File: config.mk
export PLATFORM = sky130hd
export DESIGN_NAME = decimating_current_averager
export DESIGN_NICKNAME = d
export VERILOG_FILES = /design/src/hw/rtl/dca_pkg.sv /design/src/hw/rtl/decimating_current_averager.sv /design/src/hw/rtl/dca_regs.sv /design/src/hw/rtl/dca_dp.sv /design/src/hw/rtl/dca_ctrl.sv
export VERILOG_INCLUDE_DIRS = /design/src /design/src/hw/rtl
export SDC_FILE = /design/constraint.sdc
export NUM_CORES = 2
export LEC_CHECK = 0
export BUFFER_PORTS_ARGS = -buffer_cell sky130_fd_sc_hd__buf_4
export CORE_MARGIN = 10
export CORE_UTILIZATION = 40
export DETAILED_ROUTE_END_ITERATION = 6
export SLEW_MARGIN = 10
export SYNTH_ARGS = -nofsm -noshare
export SYNTH_HDL_FRONTEND = slang
export SYNTH_HIERARCHICAL = 1
export SYNTH_SLANG_ARGS = --single-unit
File: constraint.sdc
create_clock -name i_clk -period 8.9 [get_ports i_clk]
set_input_delay 0.445 -clock i_clk [delete_from_list [all_inputs] [get_ports i_clk]]
set_output_delay 0.445 -clock i_clk [all_outputs]
set_load 0.1 [all_outputs]
File: src/hw/rtl/decimating_current_averager_macros.svh
// assertion macros used by the averager controller
`ifndef DECIMATING_CURRENT_AVERAGER_MACROS_SVH
`define DECIMATING_CURRENT_AVERAGER_MACROS_SVH

// same-cycle implication, checked outside reset
`define DCA_ASSERT_IMPL(lbl, clk, rst_n, ante, cons) \
    lbl: assert property (@(posedge clk) disable iff (!rst_n) (ante) |-> (cons)) \
        else $error("dca check failed");

// next-cycle implication, checked outside reset
`define DCA_ASSERT_NEXT(lbl, clk, rst_n, ante, cons) \
    lbl: assert property (@(posedge clk) disable iff (!rst_n) (ante) |=> (cons)) \
        else $error("dca check failed");

`endif

File: src/hw/rtl/dca_pkg.sv
// shared types, widths and constants of the current averager
package dca_pkg;

    localparam int SAMPLE_W   = 12;
    localparam int IN_DATA_W  = 16;
    localparam int CUR_W      = 18;
    localparam int ACC_W      = 22;
    localparam int OUT_DATA_W = 40;
    localparam int BPR_W      = 11;
    localparam int SCALE_W    = 32;
    localparam int OFF_W      = 17;
    localparam int PROD_W     = ACC_W + SCALE_W;
    localparam int FRAC_BITS  = 24;
    localparam int Q_W        = PROD_W - FRAC_BITS + 1;
    localparam int DIFF_W     = Q_W + 2;
    localparam int CUR_LIMIT  = 100000;

    localparam logic [ACC_W-1:0] ACC_MAX = {ACC_W{1'b1}};

    localparam int CFG_DATA_W = 32;
    localparam int CFG_ADDR_W = 4;

    localparam logic [1:0] REG_BLOCKS = 2'd0;
    localparam logic [1:0] REG_SCALE  = 2'd1;
    localparam logic [1:0] REG_OFFSET = 2'd2;

    localparam logic [BPR_W-1:0]   BLOCKS_RST = BPR_W'(16);
    localparam logic [SCALE_W-1:0] SCALE_RST  = SCALE_W'(1000000);
    localparam logic [OFF_W-1:0]   OFFSET_RST = '0;

    typedef struct packed {
        logic [BPR_W-1:0]   blocks_per_result;
        logic [SCALE_W-1:0] scale_q24;
        logic [OFF_W-1:0]   offset_ma;
    } t_cfg;

    typedef struct packed {
        logic sample;
        logic restart;
        logic div_load;
        logic div_step;
        logic acc_upd;
        logic mul;
        logic rnd;
        logic clmp;
        logic out_load;
    } t_dp_cmd;

    typedef struct packed {
        logic blk_done;
    } t_dp_status;

    // width of a full burst sum
    function automatic int sum_width(input int max_burst);
        return $clog2(max_burst * ((2 ** SAMPLE_W) - 1) + 1);
    endfunction

endpackage

File: src/hw/rtl/decimating_current_averager.sv
// Current averager top level: averages ADC bursts, decimates blocks, scales to milliamps.
// Input stream: one word per ADC sample; tuser set means restart (clears the burst sum,
// burst count, block accumulator and block counter), tlast marks the last sample of a
// burst. Samples beyond MAX_BURST in one burst are dropped, their tlast still counts.
// Output stream: one word per completed block of blocks_per_result bursts (0 taken as 1, at most
// MAX_BLOCKS), carrying the signed current in mA and the latched block sum.
// Timing: a sample without tlast or a restart is taken while idle and leaves the engine idle. A
// burst end runs a one-bit-per-cycle divider of sum_width(MAX_BURST) steps (15 at defaults)
// and then an accumulate step; no new word is taken until these are done. A block end adds a
// multiply, round, clamp and output load before the word shows on the output.
// The output register holds one word; new input is taken while it waits. If a block
// completes while that word is still not taken, the engine holds until it is.
// Reset restores the registers to their defaults and clears all accumulation. The user must
// write the configuration port only while the block is idle; the block does not enforce it.
module decimating_current_averager import dca_pkg::*; #(
    parameter int MAX_BURST  = 8,
    parameter int MAX_BLOCKS = 1024
) (
    input  logic                  i_clk,
    input  logic                  i_rst_n,
    input  logic                  s_axis_tvalid,
    output logic                  s_axis_tready,
    input  logic [IN_DATA_W-1:0]  s_axis_tdata,  // [11:0] sample
    input  logic                  s_axis_tuser,  // [0] cmd
    input  logic                  s_axis_tlast,
    output logic                  m_axis_tvalid,
    input  logic                  m_axis_tready,
    output logic [OUT_DATA_W-1:0] m_axis_tdata,  // [17:0] current_ma, [39:18] block_sum
    input  logic                  psel,
    input  logic                  penable,
    input  logic                  pwrite,
    input  logic [CFG_ADDR_W-1:0] paddr,
    input  logic [CFG_DATA_W-1:0] pwdata,
    output logic [CFG_DATA_W-1:0] prdata,
    output logic                  pready
);

    t_cfg       w_cfg;
    t_dp_cmd    w_cmd;
    t_dp_status w_status;

    dca_regs u_regs (
        .i_clk   (i_clk),
        .i_rst_n (i_rst_n),
        .psel    (psel),
        .penable (penable),
        .pwrite  (pwrite),
        .paddr   (paddr),
        .pwdata  (pwdata),
        .prdata  (prdata),
        .pready  (pready),
        .o_cfg   (w_cfg)
    );

    dca_ctrl #(
        .MAX_BURST (MAX_BURST)
    ) u_ctrl (
        .i_clk        (i_clk),
        .i_rst_n      (i_rst_n),
        .i_in_valid   (s_axis_tvalid),
        .i_in_restart (s_axis_tuser),
        .i_in_last    (s_axis_tlast),
        .o_in_ready   (s_axis_tready),
        .o_out_valid  (m_axis_tvalid),
        .i_out_ready  (m_axis_tready),
        .o_cmd        (w_cmd),
        .i_status     (w_status)
    );

    dca_dp #(
        .MAX_BURST  (MAX_BURST),
        .MAX_BLOCKS (MAX_BLOCKS)
    ) u_dp (
        .i_clk    (i_clk),
        .i_rst_n  (i_rst_n),
        .i_cmd    (w_cmd),
        .i_cfg    (w_cfg),
        .i_sample (s_axis_tdata[SAMPLE_W-1:0]),
        .o_status (w_status),
        .o_data   (m_axis_tdata)
    );

endmodule

File: src/hw/rtl/dca_regs.sv
// apb configuration registers of the current averager
module dca_regs import dca_pkg::*; (
    input  logic                  i_clk,
    input  logic                  i_rst_n,
    input  logic                  psel,
    input  logic                  penable,
    input  logic                  pwrite,
    input  logic [CFG_ADDR_W-1:0] paddr,
    input  logic [CFG_DATA_W-1:0] pwdata,
    output logic [CFG_DATA_W-1:0] prdata,
    output logic                  pready,
    output t_cfg                  o_cfg
);

    t_cfg r_cfg;
    logic w_wr;

    assign pready = 1'b1;
    assign w_wr   = psel & penable & pwrite;
    assign o_cfg  = r_cfg;

    always_ff @(posedge i_clk) begin
        if (!i_rst_n) begin
            r_cfg.blocks_per_result <= BLOCKS_RST;
            r_cfg.scale_q24         <= SCALE_RST;
            r_cfg.offset_ma         <= OFFSET_RST;
        end else if (w_wr) begin
            unique case (paddr[3:2])
                REG_BLOCKS: r_cfg.blocks_per_result <= pwdata[BPR_W-1:0];
                REG_SCALE:  r_cfg.scale_q24         <= pwdata[SCALE_W-1:0];
                REG_OFFSET: r_cfg.offset_ma         <= pwdata[OFF_W-1:0];
                default: ;
            endcase
        end
    end

    always_comb begin
        unique case (paddr[3:2])
            REG_BLOCKS: prdata = CFG_DATA_W'(r_cfg.blocks_per_result);
            REG_SCALE:  prdata = CFG_DATA_W'(r_cfg.scale_q24);
            REG_OFFSET: prdata = CFG_DATA_W'(r_cfg.offset_ma);
            default:    prdata = '0;
        endcase
    end

endmodule

File: src/hw/rtl/dca_dp.sv
// datapath: burst sum, serial divider, block accumulator, scaling and clamp
module dca_dp import dca_pkg::*; #(
    parameter int MAX_BURST  = 8,
    parameter int MAX_BLOCKS = 1024
) (
    input  logic                  i_clk,
    input  logic                  i_rst_n,
    input  t_dp_cmd               i_cmd,
    input  t_cfg                  i_cfg,
    input  logic [SAMPLE_W-1:0]   i_sample,
    output t_dp_status            o_status,
    output logic [OUT_DATA_W-1:0] o_data
);

    localparam int CNT_W = $clog2(MAX_BURST + 1);
    localparam int SUM_W = sum_width(MAX_BURST);
    localparam int IDX_W = $clog2(MAX_BLOCKS + 1);
    localparam logic signed [DIFF_W-1:0] LIM_P = DIFF_W'(CUR_LIMIT);
    localparam logic signed [DIFF_W-1:0] LIM_N = -LIM_P;

    logic [SUM_W-1:0]  r_sum, w_sum;
    logic [CNT_W-1:0]  r_cnt, w_cnt;
    logic [ACC_W-1:0]  r_acc, r_latched, w_acc_sat;
    logic [ACC_W:0]    w_acc_sum;
    logic [IDX_W-1:0]  r_idx, w_idx_inc, w_eff;
    logic [SUM_W-1:0]  r_dq;
    logic [CNT_W-1:0]  r_rem, r_dvs;
    logic [CNT_W:0]    w_shift;
    logic              w_qbit;
    logic [PROD_W-1:0] r_prod;
    logic [Q_W-1:0]    r_q;
    logic signed [DIFF_W-1:0] w_diff;
    logic [CUR_W-1:0]  r_cur, r_out_cur;
    logic [ACC_W-1:0]  r_out_sum;

    // burst accumulate, samples past the burst limit are dropped
    always_comb begin
        w_sum = r_sum;
        w_cnt = r_cnt;
        if (r_cnt < CNT_W'(MAX_BURST)) begin
            w_sum = r_sum + SUM_W'(i_sample);
            w_cnt = r_cnt + CNT_W'(1);
        end
    end

    // restoring divider, one quotient bit per step
    assign w_shift = {r_rem, r_dq[SUM_W-1]};
    assign w_qbit  = (w_shift >= {1'b0, r_dvs});

    assign w_acc_sum = {1'b0, r_acc} + (ACC_W + 1)'(r_dq);
    assign w_acc_sat = w_acc_sum[ACC_W] ? ACC_MAX : w_acc_sum[ACC_W-1:0];

    always_comb begin
        if (i_cfg.blocks_per_result == '0) begin
            w_eff = IDX_W'(1);
        end else if (32'(i_cfg.blocks_per_result) > 32'(MAX_BLOCKS)) begin
            w_eff = IDX_W'(MAX_BLOCKS);
        end else begin
            w_eff = IDX_W'(i_cfg.blocks_per_result);
        end
    end

    assign w_idx_inc         = r_idx + IDX_W'(1);
    assign o_status.blk_done = (w_idx_inc >= w_eff);

    assign w_diff = $signed({{(DIFF_W - OFF_W){1'b0}}, i_cfg.offset_ma})
                  - $signed({{(DIFF_W - Q_W){1'b0}}, r_q});

    always_ff @(posedge i_clk) begin
        if (!i_rst_n) begin
            r_sum <= '0;
            r_cnt <= '0;
            r_acc <= '0;
            r_idx <= '0;
        end else if (i_cmd.restart) begin
            r_sum <= '0;
            r_cnt <= '0;
            r_acc <= '0;
            r_idx <= '0;
        end else if (i_cmd.sample) begin
            if (i_cmd.div_load) begin
                r_sum <= '0;
                r_cnt <= '0;
            end else begin
                r_sum <= w_sum;
                r_cnt <= w_cnt;
            end
        end else if (i_cmd.acc_upd) begin
            if (o_status.blk_done) begin
                r_acc <= '0;
                r_idx <= '0;
            end else begin
                r_acc <= w_acc_sat;
                r_idx <= w_idx_inc;
            end
        end
    end

    always_ff @(posedge i_clk) begin
        if (i_cmd.div_load) begin
            r_dq  <= w_sum;
            r_rem <= '0;
            r_dvs <= w_cnt;
        end else if (i_cmd.div_step) begin
            r_dq  <= {r_dq[SUM_W-2:0], w_qbit};
            r_rem <= w_qbit ? CNT_W'(w_shift - {1'b0, r_dvs}) : w_shift[CNT_W-1:0];
        end
        if (i_cmd.acc_upd && o_status.blk_done) begin
            r_latched <= w_acc_sat;
        end
        if (i_cmd.mul) begin
            r_prod <= r_latched * i_cfg.scale_q24;
        end
        if (i_cmd.rnd) begin
            // round half up, drop the fraction
            r_q <= Q_W'((r_prod + PROD_W'(1) * (PROD_W'(1) << (FRAC_BITS - 1)))
                        >> FRAC_BITS);
        end
        if (i_cmd.clmp) begin
            if (w_diff > LIM_P) begin
                r_cur <= CUR_W'(LIM_P);
            end else if (w_diff < LIM_N) begin
                r_cur <= CUR_W'(LIM_N);
            end else begin
                r_cur <= CUR_W'(w_diff);
            end
        end
        if (i_cmd.out_load) begin
            r_out_cur <= r_cur;
            r_out_sum <= r_latched;
        end
    end

    assign o_data = {r_out_sum, r_out_cur};

endmodule

File: src/hw/rtl/dca_ctrl.sv
// controller: sequences divide, accumulate, scale, round, clamp and output load
module dca_ctrl import dca_pkg::*; #(
    parameter int MAX_BURST = 8
) (
    input  logic       i_clk,
    input  logic       i_rst_n,
    input  logic       i_in_valid,
    input  logic       i_in_restart,
    input  logic       i_in_last,
    output logic       o_in_ready,
    output logic       o_out_valid,
    input  logic       i_out_ready,
    output t_dp_cmd    o_cmd,
    input  t_dp_status i_status
);

    `include "decimating_current_averager_macros.svh"

    localparam int SUM_W  = sum_width(MAX_BURST);
    localparam int STEP_W = $clog2(SUM_W);

    localparam logic [2:0] S_IDLE = 3'd0;
    localparam logic [2:0] S_DIV  = 3'd1;
    localparam logic [2:0] S_ACC  = 3'd2;
    localparam logic [2:0] S_MUL  = 3'd3;
    localparam logic [2:0] S_RND  = 3'd4;
    localparam logic [2:0] S_CLMP = 3'd5;
    localparam logic [2:0] S_HOLD = 3'd6;

    logic [2:0]        r_state, n_state;
    logic [STEP_W-1:0] r_step, n_step;
    logic              r_out_valid, n_out_valid;
    logic              w_acc_in, w_out_free, w_div_end;

    assign o_in_ready  = (r_state == S_IDLE);
    assign o_out_valid = r_out_valid;
    assign w_acc_in    = i_in_valid & o_in_ready;
    assign w_out_free  = ~r_out_valid | i_out_ready;
    assign w_div_end   = (r_step == STEP_W'(SUM_W - 1));

    always_comb begin
        o_cmd          = '0;
        o_cmd.restart  = w_acc_in & i_in_restart;
        o_cmd.sample   = w_acc_in & ~i_in_restart;
        o_cmd.div_load = w_acc_in & ~i_in_restart & i_in_last;
        o_cmd.div_step = (r_state == S_DIV);
        o_cmd.acc_upd  = (r_state == S_ACC);
        o_cmd.mul      = (r_state == S_MUL);
        o_cmd.rnd      = (r_state == S_RND);
        o_cmd.clmp     = (r_state == S_CLMP);
        o_cmd.out_load = (r_state == S_HOLD) & w_out_free;
    end

    always_comb begin
        n_state = r_state;
        n_step  = r_step;
        unique case (r_state)
            S_IDLE: begin
                if (o_cmd.div_load) begin
                    n_state = S_DIV;
                    n_step  = '0;
                end
            end
            S_DIV: begin
                n_step = r_step + STEP_W'(1);
                if (w_div_end) begin
                    n_state = S_ACC;
                end
            end
            S_ACC:  n_state = i_status.blk_done ? S_MUL : S_IDLE;
            S_MUL:  n_state = S_RND;
            S_RND:  n_state = S_CLMP;
            S_CLMP: n_state = S_HOLD;
            S_HOLD: begin
                if (w_out_free) begin
                    n_state = S_IDLE;
                end
            end
            default: n_state = S_IDLE;
        endcase
    end

    always_comb begin
        n_out_valid = r_out_valid;
        if (o_cmd.out_load) begin
            n_out_valid = 1'b1;
        end else if (i_out_ready) begin
            n_out_valid = 1'b0;
        end
    end

    always_ff @(posedge i_clk) begin
        if (!i_rst_n) begin
            r_state     <= S_IDLE;
            r_step      <= '0;
            r_out_valid <= 1'b0;
        end else begin
            r_state     <= n_state;
            r_step      <= n_step;
            r_out_valid <= n_out_valid;
        end
    end

    `DCA_ASSERT_NEXT(a_last_starts_div, i_clk, i_rst_n, o_cmd.div_load, r_state == S_DIV)
    `DCA_ASSERT_NEXT(a_div_len, i_clk, i_rst_n, (r_state == S_DIV) && w_div_end,
                     r_state == S_ACC)
    `DCA_ASSERT_NEXT(a_load_shows, i_clk, i_rst_n, o_cmd.out_load,
                     r_out_valid && (r_state == S_IDLE))
    `DCA_ASSERT_IMPL(a_busy_no_take, i_clk, i_rst_n, r_state != S_IDLE,
                     !o_cmd.sample && !o_cmd.restart)

endmodule
Word level (Yosys, flattened, before mapping). Index checks and enable logic that the tools add are counted.

Flip-flop bits (word level): 307. Bits of input ports: 61.

Add/sub/neg operators: 8. Multiply operators: 1. Magnitude comparators: 6. Equality and inequality tests: 12. Muxes and demuxes: 23. Bitwise operators: 12. Reduce and logical (&&, ||, !) cells: 15.

Operators with widths (number): case mux 32 bit (3 select lines) (1); two-way mux 15 bit (4); adder 54 x 24 -> 54 bit (second input constant) (1); multiplier 22 x 32 -> 54 bit (1); two-way mux 22 bit (2); > comparator 33 x 18 -> 1 bit (second input constant) (1); less-than comparator 33 x 18 -> 1 bit (second input constant) (1); two-way mux 11 bit (3); subtractor 17 x 30 -> 31 bit (1); adder 22 x 15 -> 23 bit (1); case mux 3 bit (7 select lines) (1); two-way mux 18 bit (1); two-way mux 4 bit (4); adder 15 x 12 -> 15 bit (1); adder 11 x 1 -> 11 bit (second input constant) (1); >= comparator 11 bit (1); > comparator 11 bit (second input constant) (1); logical NOT 11 bit (1); AND reduction 2 bit (5); == test 3 bit (second input constant) (3); two-way mux 3 bit (3); adder 4 x 1 -> 4 bit (second input constant) (2); case mux 4 bit (2 select lines) (1); AND 1 bit (7); 20 further kinds (29).

Logic depth before layout (Yosys ltp).
Word-level depth: 6. Mapped depth: 27.

By module. Netlist, hierarchy kept.

Modules (own cells, without submodules): dca_dp (instances 1, cells an instance 3484, area each 33012.9 sq um, sequential area each 5925.7 sq um); dca_regs (instances 1, cells an instance 306, area each 2771.4 sq um, sequential area each 1201.2 sq um); dca_ctrl (instances 1, cells an instance 61, area each 539.3 sq um, sequential area each 160.2 sq um).

Worst setup path before layout. Ideal clock, no wire load.

Path kind: reg2reg. From: reg u_dp.r_latched[1]. To: reg u_dp.r_prod[50], data pin. Data arrival time: 6.480 ns. Required time: 8.634 ns. Path slack: 2.154 ns. Stages on the path, launching flop included: 24. Buffers on the path: 1. Period minus slack after synthesis: 6.746 ns. Path through: edfxtp_1 clkbuf_1 nand2_1 fa_1 fa_1 fa_1 inv_1 fa_1 fa_1 fa_1 inv_1 fa_1 inv_1 ha_1 and3_1 and3_1 a221o_1 or3_1 o221ai_1 a21oi_1 o2bb2ai_1 nor4_1 nor3_1 xor2_1.

Cells in the longest elaborated chain, start to end: 1.

RTL lines: start: declaration (RTL line dca_dp.sv:23) `logic [ACC_W-1:0] r_acc, r_latched, w_acc_sat;`; start signal: assignment (RTL line dca_dp.sv:109) `r_latched <= w_acc_sat;`; multiplier 22 x 32 -> 54 bit (RTL line dca_dp.sv:112) `r_prod <= r_latched * i_cfg.scale_q24;`; end signal: assignment (RTL line dca_dp.sv:112); end: declaration (RTL line dca_dp.sv:30) `logic [PROD_W-1:0] r_prod;`.

No other way between the ends. A chain may end at the register's enable or synchronous reset.

Worst setup path in the final report.
From: reg u_dp.r_latched[17]. To: reg u_dp.r_prod[50], data pin.

The elaborated chain is that of the path after synthesis.

==> run_results.csv <==
group,metric,value,unit
logic_synthesis,yosys.area.top_type,"fa_1",
floorplan,die_x,321.3,um
place,post-dp-hpwl,77350,um
logic_synthesis,synth-edff-count,160,
logic_synthesis,synth-simple-area-share,17.62,%
sta,final.setup_skew,0.02005,ns
sta,worstMarginPinSlew,1.369,ns
floorplan,die_y,321.3,um
power,ir_drop,0.1317,mV
place,dp_slack,0.8149,ns
route,drt_iter0_drc,1656,
grt,track_usage,19.68,%
route,dr.pass1.iters,5,
route,via_count,26760,
cts,clock-sinks,284,
critical_path,cp_data_required_time,9.21,ns
route,viasPerCell,5.256,
sta,drv_slew,0,
floorplan,coreArea,0.09001,mm2
logic_synthesis,synthDistinctLibCells,94,
cells_and_area,fillers,8842,
flow_run,cap_violations,0,
route,drc,0,
floorplan,rows,110,
critical_path,cp-start-kind,"flip-flop",
grt,grt_pass1_wl,160400,um
logic_synthesis,synth_area,0.03632,mm2
cts,cts_buffers,29,
logic_synthesis,synth-main-ff-cell,"edfxtp_1",
floorplan,ios,136,
grt,antenna_found_initial,0,
cells_and_area,drive_above_1_share,7.739,%
route,ant_nets,0,
cts,cts_setup_buffers,0,
cells_and_area,syn_to_final_growth,8.777,%
logic_synthesis,synth_top_family_by_area,"adder cells",
route,wirelength,101500,um
cells_and_area,seqCellArea,0.007287,mm2
grt,grt_start_max_net_pins,71,
place,portBuffers,128,
logic_synthesis,synth_mux_area_share,2.105,%
cts,cts_resized,0,
power,powerDensity,99.62,mW/mm2
route,drt-wirelength-per-cell,19.93,um
floorplan,die_area,0.1033,mm2
floorplan,initial_core_util,40.35,%
power,p_total,3936,uW
cells_and_area,num-nets-final,4783,
logic_synthesis,yosys-top-cells-area,"fa_1 33%, edfxtp_1 13%, ha_1 7.9%",
logic_synthesis,ys_ff_latch,284,
logic_synthesis,synth.avg_cell_area,9.432,um2
cts,clock_latency,0.58,ns
cts,cts_tree,"yes",
logic_synthesis,synth_compound_gate_area_share,7.805,%
logic_synthesis,synth_common_cells,"609 x nand2_1, 607 x inv_1, 600 x fa_1",
sta,timing.slew.headroom,8.760,%
sta,fin_crit_sh,91.49,%
worst_hold_path,min_path_type,"primary input to flip-flop",
logic_synthesis,async_reset_ff_share,0,%
sta,hold_viol,0,
logic_synthesis,synth_warnings,6,
logic_synthesis,syn_nets,4742,
sta,max_freq,122.8,MHz
logic_synthesis,yosys.area.top_type_share,33.07,%
cts,cts.path.max_buffers,3,
grt,overflow,0,
cells_and_area,multi_input_area,0.02588,mm2
critical_path,end_kind,"flip-flop",
sta,fin_crit,8.142,ns
place,finalWeightedCongestion,0.8734,
cts,cts_root_buffer,"clkbuf_16",
logic_synthesis,netlist_instances,3851,
cts,cts.reportedPaths.clkPinSlew,0.07,ns
sta,fin_ws,0.7578,ns
sta,finalSetupTns,0,ns
logic_synthesis,synth-xor-area-share,2.652,%
outcome,status,"complete, no violations",
sta,setup_viol,0,
cts,htree_levels,1,
cts,cts_hold_buf,0,
power,power.leakage,0.01828,uW
grt,grt_pass1_vias,27870,
logic_synthesis,synthAdderAreaFrac,40.99,%
sta,rsz0062_at_grt,"no",
critical_path,worst-setup-path-type,"flip-flop to flip-flop",
logic_synthesis,synth_most_common_cell,"nand2_1",
logic_synthesis,seq_area_frac_synth,20.06,%
critical_path,worstPathArrival,8.45,ns
critical_path,worst-path-max-fanout,19,
## cells by family after synthesis
| group | count (synthesis) |
|---|---|
| and+or+nand+nor | 1320 |
| adders and majority gates | 830 |
| buffers and inverters | 813 |
| AOI/OAI and AO/OA | 417 |
| DFF | 284 |
| xor gates and xnor gates | 110 |
| muxes | 76 |
| other | 1 |
## flip-flops by register name, indices dropped and copies added, names as in the netlist, 15 cells and up
name,flops
u_dp/r_q,30
u_regs/o_cfg,60
u_dp/r_acc,22
u_dp/r_latched,22
u_dp/r_prod,31
u_dp/r_out_sum,22
u_dp/r_out_cur,18
u_dp/r_sum,15
u_dp/r_dq,15
u_dp/r_cur,18
## cell usage in the layout, fill, tap and decap left out, drive strengths merged, types with 7 or more instances in the layout
master	instances
and2	339
and3	25
a21oi	119
o211ai	19
xnor2	75
a22oi	15
nand2b	23
nor3	29
a22o	28
mux2i	73
nand2	609
nand4	20
edfxtp	160
fa	600
nor2b	28
dfxtp	124
o21bai	7
clkinv	7
or3	13
a31oi	16
inv	614
o21a	18
nand3b	12
buf	213
nor4	12
nor2	121
a21o	30
clkbuf	37
o21ai	73
o31ai	9
or2	10
a211oi	18
xor2	35
ha	230
nand3	61
## area by class of cell
| class | count | share of cell area [%] |
|---|---|---|
| diodes | 1 | 0.006333 |
| clock buffers | 37 | 1.963 |
| clock inverters | 17 | 0.4877 |
| inverters | 610 | 5.808 |
| multi-input cells | 2754 | 65.49 |
| flip-flops and latches | 284 | 18.44 |
| well taps | 1176 | 3.724 |
| repair buffers | 213 | 4.079 |
## where the power goes
part           leakage, uW  internal (uW)  switching [uW]
Sequential         0.00246           1450            44.0
Clock             0.000466            712             559
Combinational       0.0154            457             710
## per-layer routing
metal | up-vias | wire length, um | global-route usage [%]
met5 | - | 0 | 0
li1 | 12230 | - | -
met1 | 13650 | 44590 | 26.37
met2 | 737 | 49020 | 33.76
met3 | 154 | 5587 | 2.518
met4 | 0 | 2305 | 4.084
## critical path, stage by stage, from the launching register on
cell and delay [ns]:
edfxtp_1 1.26, nand2_1 0.19, fa_1 0.56, inv_1 0.05
fa_1 0.56, fa_1 0.46, fa_1 0.54, fa_1 0.43
fa_1 0.51, fa_1 0.41, ha_1 0.40, and4_1 0.22
and3_1 0.19, a221o_1 0.39, or3_1 0.37, o221ai_1 0.44
a21oi_1 0.21, o2bb2ai_1 0.22, nor4_1 0.20, nor3_1 0.11
xor2_1 0.15
## final timing paths
path / startpoint / endpoint / slack, ns / cells after the start
setup / recovery: u_dp/r_latched[17] / u_dp/r_prod[50] / 0.76 / 20
hold / removal: pwdata[17] / u_regs/o_cfg[34] / 0.13 / 3
setup reg to reg: u_dp/r_latched[17] / u_dp/r_prod[50] / 0.76 / 20
hold reg to reg: u_dp/r_cur[15] / u_dp/r_out_cur[15] / 0.41 / 0
## stage by stage
| step | cells | area (um2) | util, % | hold slack [ns] |
|---|---|---|---|---|
| finish | 5092 | 39510 | 43.90 | 0.1256 |
| global route | 5091 | 39510 | 43.89 | 0.1205 |
| CTS | 5091 | 39510 | 43.89 | 0.1020 |
| detailed placement | 5037 | 38540 | 42.82 | 0.4045 |
| global placement | 5037 | 38540 | 42.82 | 0.4037 |
| floorplan | 3851 | 36320 | - | 0.4003 |
No activity file was read; power rests on OpenSTA's default activity.
